<file path="src/hdl/pel_pkg.sv">
// ----------------------------------------------------------------------------
// pel_pkg: shared types and constants
// Result kinds, fixed output field widths, job selection bits and the
// status bundle of the job queue.
// ----------------------------------------------------------------------------
package pel_pkg;

   // result kinds
   localparam logic KIND_WALL = 1'b0;
   localparam logic KIND_BOX  = 1'b1;

   // fixed widths of result fields
   localparam int INDEX_BITS  = 10;
   localparam int LENGTH_BITS = 25;

   // depth of the queue between front and back
   localparam int QUEUE_DEPTH = 4;

   // bits of the pending job mask in the front
   localparam int JOB_WALL  = 0;
   localparam int JOB_CLOSE = 1;
   localparam int JOB_BOX   = 2;
   localparam int JOB_COUNT = 3;

   typedef struct packed {
      logic full;
      logic empty;
   } queue_status_type;

endpackage

</file>
<file path="src/hdl/pel_if.sv">
// ----------------------------------------------------------------------------
// pel_if: request and response channels
// Valid/ready channels carrying one vertex request and one result.
// ----------------------------------------------------------------------------
interface pel_req_if #(parameter int COORD_BITS = 24);
   logic                         valid;
   logic                         ready;
   logic signed [COORD_BITS-1:0] x_coord;
   logic signed [COORD_BITS-1:0] y_coord;
   logic                         last_vertex;

   modport source (output valid, output x_coord, output y_coord, output last_vertex,
                   input ready);
   modport sink   (input valid, input x_coord, input y_coord, input last_vertex,
                   output ready);
endinterface

interface pel_rsp_if #(parameter int COORD_BITS = 24);
   logic                                   valid;
   logic                                   ready;
   logic                                   kind;
   logic [pel_pkg::INDEX_BITS-1:0]         wall_index;
   logic [pel_pkg::LENGTH_BITS-1:0]        length;
   logic signed [COORD_BITS-1:0]           min_x;
   logic signed [COORD_BITS-1:0]           max_x;
   logic signed [COORD_BITS-1:0]           min_y;
   logic signed [COORD_BITS-1:0]           max_y;
   logic                                   last_result;

   modport source (output valid, output kind, output wall_index, output length,
                   output min_x, output max_x, output min_y, output max_y,
                   output last_result, input ready);
   modport sink   (input valid, input kind, input wall_index, input length,
                   input min_x, input max_x, input min_y, input max_y,
                   input last_result, output ready);
endinterface

</file>
<file path="src/hdl/pel_queue.sv">
// ----------------------------------------------------------------------------
// pel_queue: small job queue
// Register-based FIFO that decouples the vertex front from the length unit.
// ----------------------------------------------------------------------------
module pel_queue #(
   parameter int WIDTH = 8
) (
   input  logic                      clock,
   input  logic                      reset,
   input  logic                      push_valid,
   output logic                      push_ready,
   input  logic [WIDTH-1:0]          push_data,
   output logic                      pop_valid,
   input  logic                      pop_ready,
   output logic [WIDTH-1:0]          pop_data,
   output pel_pkg::queue_status_type status
);

   localparam int DEPTH = pel_pkg::QUEUE_DEPTH;
   localparam int PW    = $clog2(DEPTH);
   localparam int CW    = $clog2(DEPTH + 1);
   localparam logic [CW-1:0] FULL_COUNT = CW'(DEPTH);

   logic [WIDTH-1:0] slot_ff [DEPTH];
   logic [PW-1:0]    wr_ptr_ff, wr_ptr_in;
   logic [PW-1:0]    rd_ptr_ff, rd_ptr_in;
   logic [CW-1:0]    count_ff, count_in;
   logic             push, pop;

   assign push_ready   = (count_ff != FULL_COUNT);
   assign pop_valid    = (count_ff != '0);
   assign pop_data     = slot_ff[rd_ptr_ff];
   assign status.full  = !push_ready;
   assign status.empty = !pop_valid;

   assign push = push_valid && push_ready;
   assign pop  = pop_valid && pop_ready;

   // advance pointers, wrapping at the depth
   always_comb begin
      wr_ptr_in = wr_ptr_ff;
      rd_ptr_in = rd_ptr_ff;
      count_in  = count_ff;
      if (push) begin
         wr_ptr_in = (wr_ptr_ff == PW'(DEPTH - 1)) ? '0 : wr_ptr_ff + 1'b1;
      end
      if (pop) begin
         rd_ptr_in = (rd_ptr_ff == PW'(DEPTH - 1)) ? '0 : rd_ptr_ff + 1'b1;
      end
      if (push && !pop) begin
         count_in = count_ff + 1'b1;
      end else if (pop && !push) begin
         count_in = count_ff - 1'b1;
      end
   end

   always_ff @(posedge clock) begin
      if (reset) begin
         wr_ptr_ff <= '0;
         rd_ptr_ff <= '0;
         count_ff  <= '0;
      end else begin
         wr_ptr_ff <= wr_ptr_in;
         rd_ptr_ff <= rd_ptr_in;
         count_ff  <= count_in;
      end
   end

   // store the entry
   always_ff @(posedge clock) begin
      if (push) begin
         slot_ff[wr_ptr_ff] <= push_data;
      end
   end

endmodule

</file>
<file path="src/hdl/pel_front.sv">
// ----------------------------------------------------------------------------
// pel_front: vertex front end
// Accepts vertices, keeps first/previous vertex, count and running box, and
// issues wall, closing wall and box jobs one per cycle if the queue has room.
// ----------------------------------------------------------------------------
module pel_front #(
   parameter int MAX_WALLS  = 1024,
   parameter int COORD_BITS = 24
) (
   input  logic                                  clock,
   input  logic                                  reset,
   pel_req_if.sink                               req_chan,
   output logic                                  job_valid,
   input  logic                                  job_ready,
   output logic                                  job_kind,
   output logic [$clog2(MAX_WALLS)-1:0]          job_index,
   output logic signed [COORD_BITS-1:0]          job_ax,
   output logic signed [COORD_BITS-1:0]          job_ay,
   output logic signed [COORD_BITS-1:0]          job_bx,
   output logic signed [COORD_BITS-1:0]          job_by
);

   localparam int IW = $clog2(MAX_WALLS);
   localparam int CW = $clog2(MAX_WALLS + 1);
   localparam logic [CW-1:0] COUNT_MAX = CW'(MAX_WALLS);
   localparam logic [CW-1:0] INDEX_MAX = CW'(MAX_WALLS - 1);
   localparam int NJ = pel_pkg::JOB_COUNT;

   logic signed [COORD_BITS-1:0] first_x_ff, first_x_in, first_y_ff, first_y_in;
   logic signed [COORD_BITS-1:0] prev_x_ff, prev_x_in, prev_y_ff, prev_y_in;
   logic signed [COORD_BITS-1:0] old_x_ff, old_x_in, old_y_ff, old_y_in;
   logic signed [COORD_BITS-1:0] min_x_ff, min_x_in, max_x_ff, max_x_in;
   logic signed [COORD_BITS-1:0] min_y_ff, min_y_in, max_y_ff, max_y_in;
   logic [CW-1:0]                count_ff, count_in;
   logic [CW-1:0]                cur_ff, cur_in;
   logic [NJ-1:0]                mask_ff, mask_in;
   logic                         accept, issue;
   logic [CW-1:0]                wall_idx, close_idx;
   logic signed [COORD_BITS-1:0] vx, vy;

   assign req_chan.ready = (mask_ff == '0);
   assign accept         = req_chan.valid && req_chan.ready;
   assign issue          = job_valid && job_ready;
   assign vx             = req_chan.x_coord;
   assign vy             = req_chan.y_coord;

   // update polygon state on an accepted request
   always_comb begin
      first_x_in = first_x_ff;
      first_y_in = first_y_ff;
      prev_x_in  = prev_x_ff;
      prev_y_in  = prev_y_ff;
      old_x_in   = old_x_ff;
      old_y_in   = old_y_ff;
      min_x_in   = min_x_ff;
      max_x_in   = max_x_ff;
      min_y_in   = min_y_ff;
      max_y_in   = max_y_ff;
      count_in   = count_ff;
      cur_in     = cur_ff;
      mask_in    = issue ? (mask_ff & (mask_ff - 1'b1)) : mask_ff;
      if (accept) begin
         old_x_in  = prev_x_ff;
         old_y_in  = prev_y_ff;
         prev_x_in = vx;
         prev_y_in = vy;
         cur_in    = count_ff;
         if (count_ff == '0) begin
            first_x_in = vx;
            first_y_in = vy;
            min_x_in   = vx;
            max_x_in   = vx;
            min_y_in   = vy;
            max_y_in   = vy;
         end else begin
            if (vx < min_x_ff) min_x_in = vx;
            if (vx > max_x_ff) max_x_in = vx;
            if (vy < min_y_ff) min_y_in = vy;
            if (vy > max_y_ff) max_y_in = vy;
         end
         if (req_chan.last_vertex) begin
            count_in = '0;
         end else if (count_ff < COUNT_MAX) begin
            count_in = count_ff + 1'b1;
         end
         mask_in = '0;
         mask_in[pel_pkg::JOB_WALL]  = (count_ff != '0);
         mask_in[pel_pkg::JOB_CLOSE] = req_chan.last_vertex;
         mask_in[pel_pkg::JOB_BOX]   = req_chan.last_vertex;
      end
   end

   always_ff @(posedge clock) begin
      if (reset) begin
         first_x_ff <= '0;
         first_y_ff <= '0;
         prev_x_ff  <= '0;
         prev_y_ff  <= '0;
         min_x_ff   <= '0;
         max_x_ff   <= '0;
         min_y_ff   <= '0;
         max_y_ff   <= '0;
         count_ff   <= '0;
         mask_ff    <= '0;
      end else begin
         first_x_ff <= first_x_in;
         first_y_ff <= first_y_in;
         prev_x_ff  <= prev_x_in;
         prev_y_ff  <= prev_y_in;
         min_x_ff   <= min_x_in;
         max_x_ff   <= max_x_in;
         min_y_ff   <= min_y_in;
         max_y_ff   <= max_y_in;
         count_ff   <= count_in;
         mask_ff    <= mask_in;
      end
   end

   always_ff @(posedge clock) begin
      old_x_ff <= old_x_in;
      old_y_ff <= old_y_in;
      cur_ff   <= cur_in;
   end

   // wall indexes; the closing wall saturates at the last index
   assign wall_idx  = cur_ff - 1'b1;
   assign close_idx = (cur_ff >= COUNT_MAX) ? INDEX_MAX : cur_ff;

   // issue the lowest pending job
   assign job_valid = (mask_ff != '0);
   always_comb begin
      job_kind  = pel_pkg::KIND_BOX;
      job_index = '0;
      job_ax    = min_x_ff;
      job_ay    = min_y_ff;
      job_bx    = max_x_ff;
      job_by    = max_y_ff;
      if (mask_ff[pel_pkg::JOB_WALL]) begin
         job_kind  = pel_pkg::KIND_WALL;
         job_index = wall_idx[IW-1:0];
         job_ax    = old_x_ff;
         job_ay    = old_y_ff;
         job_bx    = prev_x_ff;
         job_by    = prev_y_ff;
      end else if (mask_ff[pel_pkg::JOB_CLOSE]) begin
         job_kind  = pel_pkg::KIND_WALL;
         job_index = close_idx[IW-1:0];
         job_ax    = prev_x_ff;
         job_ay    = prev_y_ff;
         job_bx    = first_x_ff;
         job_by    = first_y_ff;
      end
   end

endmodule

</file>
<file path="src/hdl/pel_back.sv">
// ----------------------------------------------------------------------------
// pel_back: length unit
// Takes one job at a time, squares the deltas on a shared multiplier, takes
// a bit-serial integer square root and hands the result to an output register.
// ----------------------------------------------------------------------------
module pel_back #(
   parameter int MAX_WALLS  = 1024,
   parameter int COORD_BITS = 24
) (
   input  logic                                  clock,
   input  logic                                  reset,
   input  logic                                  job_valid,
   output logic                                  job_ready,
   input  logic                                  job_kind,
   input  logic [$clog2(MAX_WALLS)-1:0]          job_index,
   input  logic signed [COORD_BITS-1:0]          job_ax,
   input  logic signed [COORD_BITS-1:0]          job_ay,
   input  logic signed [COORD_BITS-1:0]          job_bx,
   input  logic signed [COORD_BITS-1:0]          job_by,
   pel_rsp_if.source                             rsp_chan
);

   localparam int CB = COORD_BITS;
   localparam int IW = $clog2(MAX_WALLS);
   localparam int RW = CB + 1;
   localparam int NW = $clog2(RW);
   localparam int XB = pel_pkg::INDEX_BITS;
   localparam int LB = pel_pkg::LENGTH_BITS;

   localparam logic [2:0] ST_IDLE = 3'd0;
   localparam logic [2:0] ST_SQX  = 3'd1;
   localparam logic [2:0] ST_SQY  = 3'd2;
   localparam logic [2:0] ST_ADD  = 3'd3;
   localparam logic [2:0] ST_ROOT = 3'd4;
   localparam logic [2:0] ST_DONE = 3'd5;

   logic [2:0]           state_ff, state_in;
   logic                 kind_ff;
   logic [IW-1:0]        index_ff;
   logic signed [CB-1:0] ax_ff, ay_ff, bx_ff, by_ff;
   logic [CB-1:0]        mag_x_ff, mag_y_ff, mag_x_in, mag_y_in;
   logic [2*CB-1:0]      prod_ff, sq_x_ff, prod_w;
   logic [CB-1:0]        mul_a;
   logic [2*CB:0]        sum_w;
   logic [2*RW-1:0]      rad_ff;
   logic [RW+1:0]        rem_ff, rem_sh, trial;
   logic [RW-1:0]        root_ff;
   logic [NW-1:0]        step_ff;
   logic                 take, load_out;
   logic signed [CB:0]   dx, dy, ndx, ndy;

   logic                 out_valid_ff, out_valid_in;
   logic                 out_kind_ff;
   logic [XB-1:0]        out_index_ff;
   logic [LB-1:0]        out_length_ff;
   logic signed [CB-1:0] out_min_x_ff, out_max_x_ff, out_min_y_ff, out_max_y_ff;
   logic [IW+XB-1:0]     index_wide;
   logic [RW+LB-1:0]     length_wide;

   assign job_ready = (state_ff == ST_IDLE);
   assign take      = job_valid && job_ready;

   // delta magnitudes of the incoming job
   assign dx  = {job_bx[CB-1], job_bx} - {job_ax[CB-1], job_ax};
   assign dy  = {job_by[CB-1], job_by} - {job_ay[CB-1], job_ay};
   assign ndx = -dx;
   assign ndy = -dy;
   assign mag_x_in = dx[CB] ? ndx[CB-1:0] : dx[CB-1:0];
   assign mag_y_in = dy[CB] ? ndy[CB-1:0] : dy[CB-1:0];

   // one shared squarer
   assign mul_a  = (state_ff == ST_SQX) ? mag_x_ff : mag_y_ff;
   assign prod_w = mul_a * mul_a;
   assign sum_w  = {1'b0, sq_x_ff} + {1'b0, prod_ff};

   // one root bit per step
   assign rem_sh = {rem_ff[RW-1:0], rad_ff[2*RW-1 -: 2]};
   assign trial  = {root_ff, 2'b01};

   assign load_out = (state_ff == ST_DONE) && (!out_valid_ff || rsp_chan.ready);

   // sequence the job
   always_comb begin
      state_in = state_ff;
      case (state_ff)
         ST_IDLE: if (take) state_in = ST_SQX;
         ST_SQX:  state_in = ST_SQY;
         ST_SQY:  state_in = ST_ADD;
         ST_ADD:  state_in = ST_ROOT;
         ST_ROOT: if (step_ff == NW'(RW - 1)) state_in = ST_DONE;
         ST_DONE: if (load_out) state_in = ST_IDLE;
         default: state_in = ST_IDLE;
      endcase
   end

   assign out_valid_in = (out_valid_ff && !rsp_chan.ready) || load_out;

   always_ff @(posedge clock) begin
      if (reset) begin
         state_ff     <= ST_IDLE;
         out_valid_ff <= 1'b0;
      end else begin
         state_ff     <= state_in;
         out_valid_ff <= out_valid_in;
      end
   end

   // datapath
   always_ff @(posedge clock) begin
      if (take) begin
         kind_ff  <= job_kind;
         index_ff <= job_index;
         ax_ff    <= job_ax;
         ay_ff    <= job_ay;
         bx_ff    <= job_bx;
         by_ff    <= job_by;
         mag_x_ff <= mag_x_in;
         mag_y_ff <= mag_y_in;
      end
      if (state_ff == ST_SQX) begin
         prod_ff <= prod_w;
      end
      if (state_ff == ST_SQY) begin
         sq_x_ff <= prod_ff;
         prod_ff <= prod_w;
      end
      if (state_ff == ST_ADD) begin
         rad_ff  <= {1'b0, sum_w};
         rem_ff  <= '0;
         root_ff <= '0;
         step_ff <= '0;
      end
      if (state_ff == ST_ROOT) begin
         rad_ff  <= {rad_ff[2*RW-3:0], 2'b00};
         step_ff <= step_ff + 1'b1;
         if (rem_sh >= trial) begin
            rem_ff  <= rem_sh - trial;
            root_ff <= {root_ff[RW-2:0], 1'b1};
         end else begin
            rem_ff  <= rem_sh;
            root_ff <= {root_ff[RW-2:0], 1'b0};
         end
      end
   end

   assign index_wide  = {{XB{1'b0}}, index_ff};
   assign length_wide = {{LB{1'b0}}, root_ff};

   // hold the result until it is taken
   always_ff @(posedge clock) begin
      if (load_out) begin
         out_kind_ff   <= kind_ff;
         out_index_ff  <= index_wide[XB-1:0];
         out_length_ff <= length_wide[LB-1:0];
         if (kind_ff == pel_pkg::KIND_BOX) begin
            out_min_x_ff <= ax_ff;
            out_min_y_ff <= ay_ff;
            out_max_x_ff <= bx_ff;
            out_max_y_ff <= by_ff;
         end else begin
            out_min_x_ff <= '0;
            out_min_y_ff <= '0;
            out_max_x_ff <= '0;
            out_max_y_ff <= '0;
         end
      end
   end

   assign rsp_chan.valid       = out_valid_ff;
   assign rsp_chan.kind        = out_kind_ff;
   assign rsp_chan.wall_index  = out_index_ff;
   assign rsp_chan.length      = out_length_ff;
   assign rsp_chan.min_x       = out_min_x_ff;
   assign rsp_chan.max_x       = out_max_x_ff;
   assign rsp_chan.min_y       = out_min_y_ff;
   assign rsp_chan.max_y       = out_max_y_ff;
   assign rsp_chan.last_result = (out_kind_ff == pel_pkg::KIND_BOX);

endmodule

</file>
<file path="src/hdl/polygon_edge_length_bbox_unit.sv">
// ----------------------------------------------------------------------------
// polygon_edge_length_bbox_unit: polygon wall lengths and bounding box
// Measures each wall of a streamed polygon and reports its bounding box.
//
//   channel    direction  payload
//   req_chan   in         x_coord, y_coord, last_vertex
//   rsp_chan   out        kind, wall_index, length, min/max x/y, last_result
//
// The front takes one vertex at a time and queues up to three jobs.
// Each result goes through squaring, adding and a square root in the length
// unit (square root, one bit per cycle); the unit works on one job at a time.
// Synchronous active-high reset clears all control state and the polygon.
// A stalled response holds the output register; the unit keeps working on
// the next job and the front keeps filling the queue until it is full.
// ----------------------------------------------------------------------------
module polygon_edge_length_bbox_unit #(
   parameter int MAX_WALLS  = 1024,
   parameter int COORD_BITS = 24
) (
   input  logic       clock,
   input  logic       reset,
   pel_req_if.sink    req_chan,
   pel_rsp_if.source  rsp_chan
);

   localparam int CB = COORD_BITS;
   localparam int IW = $clog2(MAX_WALLS);
   localparam int QW = 1 + IW + 4 * CB;

   logic                 f_valid, f_ready, f_kind;
   logic [IW-1:0]        f_index;
   logic signed [CB-1:0] f_ax, f_ay, f_bx, f_by;
   logic                 b_valid, b_ready, b_kind;
   logic [IW-1:0]        b_index;
   logic signed [CB-1:0] b_ax, b_ay, b_bx, b_by;
   logic [QW-1:0]        q_in, q_out;
   pel_pkg::queue_status_type q_status;

   pel_front #(.MAX_WALLS(MAX_WALLS), .COORD_BITS(COORD_BITS)) u_front (
      .clock     (clock),
      .reset     (reset),
      .req_chan  (req_chan),
      .job_valid (f_valid),
      .job_ready (f_ready),
      .job_kind  (f_kind),
      .job_index (f_index),
      .job_ax    (f_ax),
      .job_ay    (f_ay),
      .job_bx    (f_bx),
      .job_by    (f_by)
   );

   assign q_in = {f_kind, f_index, f_ax, f_ay, f_bx, f_by};

   pel_queue #(.WIDTH(QW)) u_queue (
      .clock      (clock),
      .reset      (reset),
      .push_valid (f_valid),
      .push_ready (f_ready),
      .push_data  (q_in),
      .pop_valid  (b_valid),
      .pop_ready  (b_ready),
      .pop_data   (q_out),
      .status     (q_status)
   );

   assign {b_kind, b_index, b_ax, b_ay, b_bx, b_by} = q_out;

   pel_back #(.MAX_WALLS(MAX_WALLS), .COORD_BITS(COORD_BITS)) u_back (
      .clock     (clock),
      .reset     (reset),
      .job_valid (b_valid),
      .job_ready (b_ready),
      .job_kind  (b_kind),
      .job_index (b_index),
      .job_ax    (b_ax),
      .job_ay    (b_ay),
      .job_bx    (b_bx),
      .job_by    (b_by),
      .rsp_chan  (rsp_chan)
   );

   // a last vertex always leaves closing and box jobs pending
   a_last_blocks: assert property (@(posedge clock) disable iff (reset)
      req_chan.valid && req_chan.ready && req_chan.last_vertex |=> !req_chan.ready)
      else $error("front took a request while closing jobs were pending");

   // box bounds are ordered
   a_box_order: assert property (@(posedge clock) disable iff (reset)
      rsp_chan.valid && (rsp_chan.kind == pel_pkg::KIND_BOX) |->
         (rsp_chan.min_x <= rsp_chan.max_x) && (rsp_chan.min_y <= rsp_chan.max_y))
      else $error("box result with inverted bounds");

   // the queue is never seen full and empty at once
   a_queue_state: assert property (@(posedge clock) disable iff (reset)
      !(q_status.full && q_status.empty) && (q_status.empty == !b_valid))
      else $error("job queue status inconsistent");

endmodule

</file>
<file path="src/flat_wrapper.sv">
// flat-port wrapper written by rule: the top's interface ports become plain ports
module polygon_edge_length_bbox_unit_flat 
#(
   parameter int MAX_WALLS  = 1024,
   parameter int COORD_BITS = 24
)
  (clock, reset, req_chan_valid, req_chan_x_coord, req_chan_y_coord, req_chan_last_vertex, req_chan_ready, rsp_chan_valid, rsp_chan_kind, rsp_chan_wall_index, rsp_chan_length, rsp_chan_min_x, rsp_chan_max_x, rsp_chan_min_y, rsp_chan_max_y, rsp_chan_last_result, rsp_chan_ready);
  pel_req_if #(.COORD_BITS(COORD_BITS)) req_chan_i ();
  pel_rsp_if #(.COORD_BITS(COORD_BITS)) rsp_chan_i ();
  input  logic clock;
  input  logic reset;
  input wire logic [$bits(req_chan_i.valid)-1:0] req_chan_valid;
  input wire logic [$bits(req_chan_i.x_coord)-1:0] req_chan_x_coord;
  input wire logic [$bits(req_chan_i.y_coord)-1:0] req_chan_y_coord;
  input wire logic [$bits(req_chan_i.last_vertex)-1:0] req_chan_last_vertex;
  output wire logic [$bits(req_chan_i.ready)-1:0] req_chan_ready;
  output wire logic [$bits(rsp_chan_i.valid)-1:0] rsp_chan_valid;
  output wire logic [$bits(rsp_chan_i.kind)-1:0] rsp_chan_kind;
  output wire logic [$bits(rsp_chan_i.wall_index)-1:0] rsp_chan_wall_index;
  output wire logic [$bits(rsp_chan_i.length)-1:0] rsp_chan_length;
  output wire logic [$bits(rsp_chan_i.min_x)-1:0] rsp_chan_min_x;
  output wire logic [$bits(rsp_chan_i.max_x)-1:0] rsp_chan_max_x;
  output wire logic [$bits(rsp_chan_i.min_y)-1:0] rsp_chan_min_y;
  output wire logic [$bits(rsp_chan_i.max_y)-1:0] rsp_chan_max_y;
  output wire logic [$bits(rsp_chan_i.last_result)-1:0] rsp_chan_last_result;
  input wire logic [$bits(rsp_chan_i.ready)-1:0] rsp_chan_ready;
  assign req_chan_i.valid = req_chan_valid;
  assign req_chan_i.x_coord = req_chan_x_coord;
  assign req_chan_i.y_coord = req_chan_y_coord;
  assign req_chan_i.last_vertex = req_chan_last_vertex;
  assign req_chan_ready = req_chan_i.ready;
  assign rsp_chan_valid = rsp_chan_i.valid;
  assign rsp_chan_kind = rsp_chan_i.kind;
  assign rsp_chan_wall_index = rsp_chan_i.wall_index;
  assign rsp_chan_length = rsp_chan_i.length;
  assign rsp_chan_min_x = rsp_chan_i.min_x;
  assign rsp_chan_max_x = rsp_chan_i.max_x;
  assign rsp_chan_min_y = rsp_chan_i.min_y;
  assign rsp_chan_max_y = rsp_chan_i.max_y;
  assign rsp_chan_last_result = rsp_chan_i.last_result;
  assign rsp_chan_i.ready = rsp_chan_ready;
  polygon_edge_length_bbox_unit #(.MAX_WALLS(MAX_WALLS), .COORD_BITS(COORD_BITS)) u_core (.clock(clock), .reset(reset), .req_chan(req_chan_i), .rsp_chan(rsp_chan_i));
endmodule
</file>
<file path="config.mk">
export PLATFORM = sky130hd
export DESIGN_NAME = polygon_edge_length_bbox_unit_flat
export DESIGN_NICKNAME = d
export VERILOG_FILES = /design/src/hdl/pel_pkg.sv /design/src/hdl/pel_if.sv /design/src/hdl/pel_queue.sv /design/src/hdl/pel_front.sv /design/src/hdl/pel_back.sv /design/src/hdl/polygon_edge_length_bbox_unit.sv /design/src/flat_wrapper.sv
export SDC_FILE = /design/constraint.sdc
export NUM_CORES = 2
export LEC_CHECK = 0
export BUFFER_PORTS_ARGS = -buffer_cell sky130_fd_sc_hd__clkbuf_2
export CORE_ASPECT_RATIO = 1.25
export CORE_MARGIN = 8
export CORE_UTILIZATION = 38
export DETAILED_ROUTE_END_ITERATION = 6
export SLEW_MARGIN = 20
export SYNTH_ARGS = -nofsm -noshare
export SYNTH_HDL_FRONTEND = slang
export SYNTH_SLANG_ARGS = --single-unit
export TNS_END_PERCENT = 1
</file>
<file path="constraint.sdc">
create_clock -name clock -period 11.2 [get_ports clock]
set_clock_uncertainty 0.15 [all_clocks]
set_input_delay 0.56 -clock clock [delete_from_list [all_inputs] [get_ports clock]]
set_output_delay 0.56 -clock clock [all_outputs]
set_load 0.03 [all_outputs]
</file>
==> qor.log <==
qor: setup_path.critPathMostFrequentCell inv_1
qor: route.drt-total-wl 166000 µm
qor: timing.maxClockFrequency 96.5 MHz
qor: placement.place_area 0.0732 mm²
qor: yosys.ys_seq_area_share 48.2%
qor: final_layout.area.growth.synth_to_final 11.7%
qor: route.wire_per_inst 19.2 µm
qor: yosys.synth_compound_area_share 7.47%
qor: setup_path.timing.reg2reg.worst_path_depth 29
qor: setup_path.slowest_stage mux2i_1
qor: timing.setup_violations 0
qor: route.num_vias 43500
qor: global_routing.grt_first_pass_wirelength 259000 µm
qor: timing.rsz_0062_raised_after_global_routing no
qor: timing.final.min_clock_period 10.36 ns
qor: route.first_pass_iters 7
qor: placement.routabilityCongestion 0.886
qor: clock_tree.cts_setup_buffers 0
qor: hold_path.min-delay-path-class reg -> reg
qor: yosys.ys_warn_count 0
qor: clock_tree.worst_skew_pair.late_latency 0.80 ns
qor: final_layout.final_area 0.0778 mm²
qor: status.failed_checks design-rule violations
qor: setup_path.timing.setup.critical_path_class reg -> reg
qor: route.drt.antenna.violating_nets 0
qor: setup_path.critPathMaxStageDelay 0.87 ns
qor: die.floorplan.core_area 0.182 mm²
qor: die.rows 175
qor: yosys.synth_area 0.0696 mm²
qor: hold_path.hold-path-cell-count 0
qor: route.drt_first_iter_violations 2651
qor: yosys.adder_cell_share_of_the_synthesized_area 19.4%
qor: clock_tree.cts_inserted_buffers 118
qor: setup_path.cp_data_arrival_time 10.68 ns
qor: setup_path.path_max_fanout 30
qor: final_layout.finish.net_count 7007
qor: yosys.synthXorXnorAreaFrac 2.65%
qor: final_layout.fraction_of_final_layout_cells_sized_beyond_drive_strength_1 9.91%
qor: run.timing.max_cap.violations 0
qor: die.die_y 495 µm
qor: final_layout.fin_cells 8625
qor: yosys.syn_nets 6813
qor: global_routing.grt_pass1_vias 45400
qor: status.status complete, but fails checks
qor: timing.final_hold_viol_count 0
qor: die.design.die.area 0.197 mm²
qor: setup_path.timing.critical_path.to_type flip-flop
qor: setup_path.critical_path.startpoint_type flip-flop
qor: timing.setup_tns 0 ns
qor: yosys.ys.flop_type edfxtp_1
qor: yosys.synth_async_sr_flop_share 0%
qor: setup_path.crit_required 11.52 ns
qor: die.initial_core_util 38.3%
qor: clock_tree.tritoncts built
qor: yosys.ys_seq_elements 1192
qor: yosys.synth-edff-count 971
qor: yosys.syn-mean-instance-area 11.7 µm²
qor: global_routing.maximum_number_of_pins_on_one_net_before_global_route_repair 95
qor: clock_tree.ctsHtreeMaxLevel 3
qor: timing.worstMarginPinSlew 1.07 ns
qor: yosys.postSynthCellCount 5936
qor: timing.drv_slew 0
qor: placement.dp_cells 8347
qor: global_routing.grt-ovfl-total 0
qor: final_layout.num-fill-cells 16900
qor: clock_tree.worst_setup_hold_path_clk_slew 0.06 ns
qor: global_routing.grt_util_all_layers 16.7%
qor: timing.final_min_period_over_clock_period 92.5%
qor: clock_tree.tritoncts_num_sinks 1192
qor: clock_tree.clock_path_buffers 3
qor: route.routed_via_density 5.05
qor: clock_tree.cts_root_buffer clkbuf_16
qor: global_routing.grt_antenna_before_repair 12
qor: placement.placement.io_buffers 187
qor: yosys.synthDistinctLibCells 95
qor: yosys.synthSimpleGateAreaFrac 9.22%
qor: yosys.combinational_family_with_the_most_area_after_synthesis adder cells
qor: die.overall_die_width 399 µm
qor: yosys.post_synth_mux_area_share 7.10%
qor: timing.maxSlewHeadroom 28.4%
qor: route.drc_violation_count_after_routing 1
qor: die.design.portCount 188
qor: placement.hpwlAfterDp 121000 µm
qor: timing.hold_ws 0.266 ns
cells by family (layout without fill, tap and decap cells):
kind of cell / after synthesis / count (layout)
and+or+nand+nor: 1426 / 1426
DFF: 1192 / 1192
buffers and inverters: 1086 / 1384
AOI/OAI and AO/OA: 842 / 842
adders and majority gates: 824 / 824
muxes: 358 / 358
xor gates and xnor gates: 208 / 208
other: 0 / 2
layout make-up:
type | instances | area (µm²) | area share (%)
Sequential cell | 1192 | 33600 | 43.2
Multi-Input combinational cell | 3658 | 32000 | 41.2
Inverter | 873 | 3280 | 4.22
Clock buffer | 152 | 3180 | 4.09
Tap cell | 2389 | 2990 | 3.84
Timing Repair Buffer | 287 | 1880 | 2.41
Clock inverter | 72 | 803 | 1.03
Antenna cell | 2 | 5.00 | 0.00643
cell usage after synthesis (7+ instances only):
cell type / n / area [µm²]
a211oi_1: 17 / 128
a21oi_1: 285 / 1430
mux2i_1: 233 / 2330
a31oi_1: 28 / 175
nor3b_1: 11 / 82.6
nor2b_1: 29 / 181
buf_2: 14 / 70.1
o21bai_1: 25 / 188
dfxtp_1: 221 / 4420
nor3_1: 35 / 175
a221oi_1: 8 / 70.1
nor2_1: 391 / 1470
or3_1: 15 / 93.8
xnor2_1: 117 / 1020
mux2_2: 18 / 203
nand4_1: 41 / 257
and3_1: 17 / 106
xor2_1: 89 / 780
and2_1: 114 / 713
o22ai_1: 8 / 50.1
nand3_1: 45 / 225
buf_1: 26 / 97.6
mux4_2: 107 / 2410
a21o_1: 97 / 728
nand2_1: 611 / 2290
nand2b_1: 73 / 457
o211ai_1: 7 / 52.6
a31o_2: 8 / 70.1
edfxtp_1: 971 / 29200
inv_1: 863 / 3240
clkbuf_1: 170 / 638
ha_1: 397 / 4970
fa_1: 427 / 8550
nor4_1: 11 / 68.8
o21ai_0: 238 / 1190
o21a_1: 23 / 173
worst paths after layout:
kind                                                start                              endpoint  slack, ns
worst max register to register  u_core.u_back.state_ff[0]             u_core.u_back.prod_ff[47]       0.84
worst min register to register  u_core.u_back.index_ff[5]  u_core.u_back.rsp_chan.wall_index[5]       0.27
worst min-delay path            u_core.u_back.index_ff[5]  u_core.u_back.rsp_chan.wall_index[5]       0.27
worst max-delay path            u_core.u_back.state_ff[0]             u_core.u_back.prod_ff[47]       0.84
state kept, by name, summed over array words and instances, names as in the netlist, 25 cells and up, named ones only:
register                       cells
u_core.u_back.rsp_chan.length     25
u_core.u_back.sq_x_ff             47
u_core.u_back.rem_ff              25
u_core.u_back.rad_ff              50
u_core.u_back.prod_ff             47
u_core.u_queue.slot_ff           428
u_core.u_back.root_ff             25
repair_timing:
item                                    in CTS  in global routing
hold buffers                                50                  0
endpoints found under the hold margin      194                  0
endpoints found under the setup margin       0                  0
resized for setup                            0                  0
cells in the final DEF (no fill, tap or decap), drive strengths merged, types with 58 or more instances in the layout:
| cell | n |
|---|---|
| inv | 869 |
| ha | 397 |
| xor2 | 90 |
| clkinv | 58 |
| a21oi | 285 |
| fa | 427 |
| edfxtp | 971 |
| xnor2 | 118 |
| nand2b | 73 |
| clkbuf | 338 |
| o21ai | 243 |
| mux4 | 107 |
| a21o | 99 |
| and2 | 114 |
| nor2 | 391 |
| nand2 | 611 |
| dfxtp | 221 |
| mux2i | 233 |
layer usage:
| layer | part of all wire, % | global-route usage [%] |
|---|---|---|
| met1 | 44 | 22.0 |
| met2 | 47 | 27.8 |
| met3 | 4.5 | 2.34 |
| met4 | 3.7 | 6.40 |
| met5 | 0 | 0 |
per-stage QoR:
step | util, % | setup slack [ns]
2_1_floorplan | - | 2.42
3_3_place_gp | 40.2 | 1.06
3_5_place_dp | 40.3 | 0.871
4_1_cts | 42.7 | 0.831
5_1_grt | 42.7 | 0.296
6_report | 42.7 | 0.842
critical path: cells and delay by family, from the launching register on:
kind            cells  cell delay [ns]
compound gates      7             1.97
xor+xnor            1             0.14
fa+ha+maj           8             3.65
buf+inv             9             1.54
flops               1             0.55
mux                 1             0.87
simple gates        3             1.14
Power is not shown: default switching activity piles up to over one toggle a cycle in this logic, so the estimate is an artifact.
